[config.mk]
export PLATFORM = sky130hd
export DESIGN_NAME = sacl_lookup
export DESIGN_NICKNAME = d
export VERILOG_FILES = /design/src/sv/sacl_pkg.sv /design/src/sv/sacl_lookup.sv
export SDC_FILE = /design/constraint.sdc
export NUM_CORES = 1
export LEC_CHECK = 0
export ABC_AREA = 1
export BUFFER_PORTS_ARGS = -buffer_cell sky130_fd_sc_hd__buf_4
export CAP_MARGIN = 10
export CORE_AREA = 2 2 147 149
export DETAILED_ROUTE_END_ITERATION = 8
export DIE_AREA = 0 0 149 151
export GPL_ROUTABILITY_DRIVEN = 0
export PLACE_DENSITY = 0.51
export SYNTH_ARGS = -nofsm -noshare
export SYNTH_HDL_FRONTEND = slang
export SYNTH_SLANG_ARGS = --single-unit
[constraint.sdc]
create_clock -name vclk -period 7.3
set_clock_uncertainty 0.05 [all_clocks]
set_input_delay 0.365 -clock vclk [all_inputs]
set_output_delay 0.365 -clock vclk [all_outputs]
set_load 0.05 [all_outputs]
[src/sv/sacl_pkg.sv]
package sacl_pkg;

  localparam int SET_COUNT  = 256;
  localparam int WAY_COUNT  = 4;
  localparam int LINE_BYTES = 64;

  localparam int ADDR_W = 48;
  localparam int CNT_W  = 32;
  localparam int LFSR_W = 16;

  // Floor of log2 for the offset and set index fields.
  localparam int OFS_BITS  = $clog2(LINE_BYTES + 1) - 1;
  localparam int IDX_BITS  = $clog2(SET_COUNT + 1) - 1;
  localparam int SET_AW    = (IDX_BITS > 0) ? IDX_BITS : 1;
  localparam int SET_DEPTH = 1 << IDX_BITS;
  localparam int TAG_SHIFT = OFS_BITS + IDX_BITS;
  localparam int TAG_W     = ADDR_W - TAG_SHIFT;
  localparam int WAY_W     = (WAY_COUNT > 1) ? $clog2(WAY_COUNT) : 1;
  localparam int MOD_W     = WAY_W + 2;

  localparam logic [ADDR_W-1:0] SET_MASK = ADDR_W'((64'd1 << IDX_BITS) - 64'd1);

  localparam logic [LFSR_W-1:0] LFSR_SEED = 16'hACE1;
  localparam int LFSR_MOD_K    = (1 << LFSR_W) % WAY_COUNT;
  localparam int SEED_MOD      = 16'hACE1 % WAY_COUNT;
  localparam logic [MOD_W-1:0] LFSR_SEED_MOD = MOD_W'(SEED_MOD);
  localparam logic [MOD_W-1:0] WAY_M         = MOD_W'(WAY_COUNT);
  localparam logic [MOD_W-1:0] LFSR_ADD      = MOD_W'(WAY_COUNT - LFSR_MOD_K);
  localparam logic [WAY_W-1:0] OLDEST_AGE    = WAY_W'(WAY_COUNT - 1);

  typedef logic [WAY_W-1:0]  way_t;
  typedef logic [TAG_W-1:0]  tag_t;
  typedef logic [SET_AW-1:0] set_t;

  typedef struct packed {
    logic [WAY_COUNT-1:0]            valid;
    logic [WAY_COUNT-1:0]            dirty;
    logic [WAY_COUNT-1:0][WAY_W-1:0] age;
    logic [WAY_COUNT-1:0][TAG_W-1:0] tag;
  } row_t;

  typedef struct packed {
    logic hit;
    logic victim_dirty;
    logic rand_used;
    tag_t victim_tag;
  } lookup_t;

  function automatic row_t reset_row();
    row_t r;
    r = '0;
    for (int w = 0; w < WAY_COUNT; w++) begin
      r.age[w] = WAY_W'(w);
    end
    return r;
  endfunction

  function automatic set_t set_of(logic [ADDR_W-1:0] addr);
    return SET_AW'((addr >> OFS_BITS) & SET_MASK);
  endfunction

  function automatic tag_t tag_of(logic [ADDR_W-1:0] addr);
    return TAG_W'(addr >> TAG_SHIFT);
  endfunction

  function automatic logic [LFSR_W-1:0] lfsr_step(logic [LFSR_W-1:0] s);
    logic fb;
    fb = s[15] ^ s[13] ^ s[12] ^ s[10];
    return {s[14:0], fb};
  endfunction

  // Remainder of the next LFSR value by the way count, from the current
  // remainder: shifting left doubles it, and the bit shifted out removes 2^16.
  function automatic logic [MOD_W-1:0] lfsr_mod_step(logic [MOD_W-1:0] m,
                                                     logic [LFSR_W-1:0] s);
    logic       fb;
    logic [MOD_W-1:0] t;
    fb = s[15] ^ s[13] ^ s[12] ^ s[10];
    t = (m << 1) + MOD_W'(fb) + (s[15] ? LFSR_ADD : '0);
    if (t >= WAY_M) t = t - WAY_M;
    if (t >= WAY_M) t = t - WAY_M;
    return t;
  endfunction

endpackage

[src/sv/sacl_lookup.sv]
module sacl_lookup
  import sacl_pkg::*;
(
  input  row_t    row,
  input  tag_t    tag,
  input  logic    kind,
  input  logic    policy,
  input  way_t    rnd_way,
  output lookup_t lk,
  output row_t    row_nxt
);

  logic [WAY_COUNT-1:0] hit_vec;
  logic [WAY_COUNT-1:0] old_vec;
  logic any_inv;
  way_t hit_way;
  way_t inv_way;
  way_t old_way;
  way_t victim;
  way_t tgt;
  logic [WAY_W-1:0] tgt_age;

  always_comb begin
    hit_way = '0;
    inv_way = '0;
    old_way = '0;
    for (int w = WAY_COUNT - 1; w >= 0; w--) begin
      hit_vec[w] = row.valid[w] && (row.tag[w] == tag);
      old_vec[w] = (row.age[w] == OLDEST_AGE);
      if (hit_vec[w]) hit_way = WAY_W'(w);
      if (!row.valid[w]) inv_way = WAY_W'(w);
      if (old_vec[w]) old_way = WAY_W'(w);
    end
    any_inv = ~&row.valid;

    if (any_inv) begin
      victim = inv_way;
    end else if (policy) begin
      victim = rnd_way;
    end else begin
      victim = old_way;
    end

    lk.hit          = |hit_vec;
    lk.victim_dirty = !lk.hit && row.valid[victim] && row.dirty[victim];
    lk.rand_used    = !lk.hit && !any_inv && policy;
    lk.victim_tag   = row.tag[victim];

    tgt     = lk.hit ? hit_way : victim;
    tgt_age = row.age[tgt];

    // The touched way becomes newest; every younger way ages by one.
    row_nxt = row;
    for (int w = 0; w < WAY_COUNT; w++) begin
      if (row.age[w] < tgt_age) row_nxt.age[w] = row.age[w] + 1'b1;
    end
    row_nxt.age[tgt] = '0;
    if (lk.hit) begin
      row_nxt.dirty[tgt] = row.dirty[tgt] | kind;
    end else begin
      row_nxt.valid[tgt] = 1'b1;
      row_nxt.dirty[tgt] = kind;
      row_nxt.tag[tgt]   = tag;
    end
  end

endmodule

After elaboration in Yosys (flattened, before gate mapping)
Cells that the tools add are included.

word-level totals
  register bits after elaboration = 0
  bits in latches = 0
  bits in writable memories = 0
  ROM bits = 0
  bits of input ports = 190
  output and inout port bits = 189
  word-level logic and storage cells = 76
  memories kept = 0

operators by class
  $add $sub $neg = 4
  multipliers = 0
  divide/modulo/power cells = 0
  $lt $le $gt $ge = 7
  equal/unequal tests = 8
  shift-type cells = 0
  mux-type cells = 41
  bitwise operators = 4
  reductions and logical operators = 12

operators with widths
  cell                 number
  $bwmux 136           1
  $eq 34x34->1         4
  $mux 136             1
  $bmux 34 s2          1
  $demux 34 s2         1
  $mux 34              2
  $mux 2               21
  $logic_and 1x1->1    9
  $add 2x1->2 const B  4
  $and 8x8->8          1
  $bwmux 4             2
  $eq 2x2->1 const B   4
  $lt 2x2->1           4
  $mux 4               2
  $not 8->8            1
  $bmux 1 s2           3
  $lt 2x3->1 const B   2
  $bmux 2 s2           1
  $demux 2 s2          1
  $mux 1               4
  $or 4x4->4           1
  $reduce_and 4->1     1
  $reduce_or 4->1      1
  $demux 1 s2          1
  other kinds (3)      3

Longest topological paths before layout
  depth in word-level cells = 14
  depth in mapped cells = 24
  depth with buffers taken out = 23

Worst setup path after synthesis
Ideal clock, no wire load.

  kind = in2out
  from = input port tag[32]
  to = output port row_nxt[138] (netlist bit)
  data arrival time = 3.200 ns
  required time = 6.885 ns
  slack = 3.685 ns
  stages on the path = 20
  path buffers = 2
  path through = buf_2 -> inv_1 -> a21oi_1 -> nand2_1 -> nor2_1 -> nand3_1 -> nor2_1 -> nor2_2 -> nand2_2 -> nand2_4 -> inv_4 -> nor2_8 -> buf_6 -> nand2_1 -> nand2_1 -> a221oi_2 -> ha_1 -> nand2_2 -> nand2_1 -> a21oi_1

RTL lines
  item                line               source
  start: declaration  sacl_lookup.sv:5   input tag_t tag,
  end: declaration    sacl_lookup.sv:10  output row_t row_nxt

==> flow_metrics.tcl <==
set metrics [dict create \
    run_status "completed" \
    path_max_fanout 74 \
    final_layout_size_suffix_gt1_frac 0.303 \
    finalInstanceArea_um2 8430 \
    setup_viol 0 \
    cp-start-kind "input pin" \
    final-hold-violation-count 0 \
    core_um2 20800 \
    fin_crit_sh 0.609 \
    numPortBuffers 379 \
    place_area_um2 8420 \
    drc_errors 0 \
    seq_area_frac_synth 0 \
    die_y_um 151 \
    num_vias 8867 \
    fillers 2468 \
    hp-class "input pin to output pin" \
    initial_core_util 0.263 \
    max-slew-margin-rel 0.441 \
    nets 1716 \
    drt_iter0_drc 584 \
    syn-cell-area_um2 5480 \
    synth_cells 1192 \
    period_needed_ns 4.45 \
    ir_drop_mv 0.0547 \
    grt_pass1_vias 8249 \
    grt_first_pass_wirelength_mm 50.9 \
    finalPower_w 0.00103 \
    fin_ws_ns 2.85 \
    yosysWarnings 0 \
    rsz0062_at_grt "false" \
    pre_cts_ws_ns 2.86 \
    syn_nets 1390 \
    first_pass_iters 5 \
    io_pins 379 \
    cts_hold_buf 0 \
    whs_ns 1.07 \
    post-cts-setup-buffers 0 \
    path_class "input pin to output pin" \
    vias_per_cell 4.95 \
    syn2layout_area_growth_pct 53.9 \
    cp.arrival_ns 4.03 \
    wl_per_cell_um 19.7 \
    grt_antenna_before_repair 1 \
    die_w_um 149 \
    n_sequential_cell 0 \
    cpPeakStageDelay_ns 0.53 \
    dieArea_um2 22500 \
    fin_tns_setup_ns 0 \
    power_density_nw_per_um2 122 \
    slew_violations 0 \
    crit_top_cell "buf_4" \
    cts_resized 0 \
    p_leak_nw 4.70 \
    grt.total_usage 0.298 \
    cp-end-kind "output pin" \
    cap_violations 0 \
    clock.fmax_mhz 225 \
    ys_types 36 \
    crit_chain "buf_4 > inv_1 > nor3_1 > nand3_1 > nand2_2 > buf_4 > inv_2 > buf_4 > nand3_4 > nand2_8 > nor2_8 > a221oi_2 > ha_1 > nand2_2 > nand2_1 > a21oi_1 > buf_4" \
    clock_buffer_count 0 \
    drt.antenna.violating_nets 0 \
    routed_wl_mm 35.3 \
    cpMaxStageDelayCell "buf_4" \
    overflow 0 \
    final-seq-area_um2 0 \
    grt_max_degree 75 \
    num_rows 53 \
    synth.avg_cell_area_um2 4.59 \
    tightest_slew_ns 0.837 \
    cp_data_required_time_ns 6.88 \
    dp_hpwl_mm 29.3 \
]
==> synth_stat cells <==
| cell type | count | area [µm²] |
|---|---|---|
| nand4_1 | 7 | 43.8 |
| o21ai_0 | 175 | 876 |
| nand3_4 | 1 | 17.5 |
| buf_4 | 6 | 45.0 |
| o21ai_1 | 63 | 315 |
| o211ai_1 | 3 | 22.5 |
| nor2_8 | 2 | 40.0 |
| nand2_8 | 1 | 20.0 |
| inv_1 | 113 | 424 |
| o32ai_1 | 6 | 52.6 |
| o31ai_1 | 4 | 30.0 |
| nand2_4 | 3 | 33.8 |
| a221oi_2 | 1 | 15.0 |
| nor2_1 | 128 | 480 |
| buf_1 | 1 | 3.75 |
| nor3_1 | 6 | 30.0 |
| xor2_1 | 17 | 149 |
| nand2_1 | 456 | 1710 |
| nand3_1 | 15 | 75.1 |
| inv_4 | 2 | 12.5 |
| nand3_2 | 8 | 80.1 |
| nor2_2 | 3 | 18.8 |
| o22ai_1 | 28 | 175 |
| buf_2 | 23 | 115 |
| a21oi_1 | 14 | 70.1 |
| a31oi_1 | 1 | 6.26 |
| or2_0 | 2 | 12.5 |
| ha_1 | 8 | 100 |
| buf_6 | 1 | 11.3 |
| clkbuf_1 | 27 | 101 |
| nor2_4 | 5 | 56.3 |
| inv_2 | 36 | 135 |
| clkbuf_2 | 2 | 10.0 |
| xnor2_1 | 14 | 123 |
| nand2b_1 | 1 | 6.26 |
| nand2_2 | 9 | 56.3 |
==> path summary, 6_finish.rpt <==
kind / endpoint / slack, ns / start / cells after the start
worst min-delay path: row_nxt[61] / 1.07 / row[61] / 4
worst max-delay path: row_nxt[138] / 2.85 / row[150] / 17
==> per-layer routing <==
metal  global-route usage  routed length (µm)  vias to the layer above
li1                     -                   -                     4432
met1                0.393               14900                     3996
met2                0.529               16900                      395
met3               0.0295                2540                       44
met4               0.0590                 898                        0
met5                    0                   0                        -
==> layout make-up <==
type	instances	area (µm²)	area share
multi-input combinational	981	4620	0.549
timing repair buffer	384	2880	0.342
inverter	151	572	0.0679
tap	275	344	0.0408
antenna	1	2.50	0.000297
==> through the flow <==
step           instances  utilization
4_1_cts             1791        0.405
5_1_grt             1792        0.405
3_3_place_gp        1791        0.405
2_1_floorplan       1192            -
6_report            1792        0.405
3_5_place_dp        1791        0.405
==> worst max-delay path, delay by kind of cell <==
kind                       cells  cell delay, ns
adders and majority gates      1            0.35
and+or+nand+nor                8            1.57
AOI/OAI and AO/OA              2            0.37
buffers and inverters          6            1.34
==> power breakdown <==
group	internal, W	leakage, nW	switching [W]
Sequential	0	0	0
Clock	0.0000000000184	0.00000634	0
Combinational	0.000304	4.70	0.000725
Total	0.000304	4.70	0.000725
==> logic make-up (layout without fill, tap and decap cells) <==
logic type	Yosys count	after routing	share of synthesized area
other	0	1	0
AND/OR/NAND/NOR	647	647	0.490
XOR/XNOR	31	31	0.0496
adder cells (fa/ha/maj)	8	8	0.0183
buffers and inverters	211	535	0.157
AO/OA/AOI/OAI	295	295	0.285
==> cell usage in the layout, fill, tap and decap left out <==
cell      instances
nand2b_1          1
nand3_1          15
or2_0             2
buf_4           384
xor2_1           17
o32ai_1           6
nand3_4           1
nor2_4            5
diode_2           1
nand2_2          12
a221oi_2          1
nand2_8           1
a31oi_1           1
xnor2_1          14
inv_2            38
o211ai_1          3
a21oi_1          14
nor2_2            3
o31ai_1           4
nand2_1         453
ha_1              8
o22ai_1          28
nor2_1          128
inv_1           111
nor3_1            6
nor2_8            2
inv_4             2
o21ai_0         175
o21ai_1          63
nand3_2           8
nand2_4           3
nand4_1           7
Note: power is estimated with default switching activity, not from simulation.
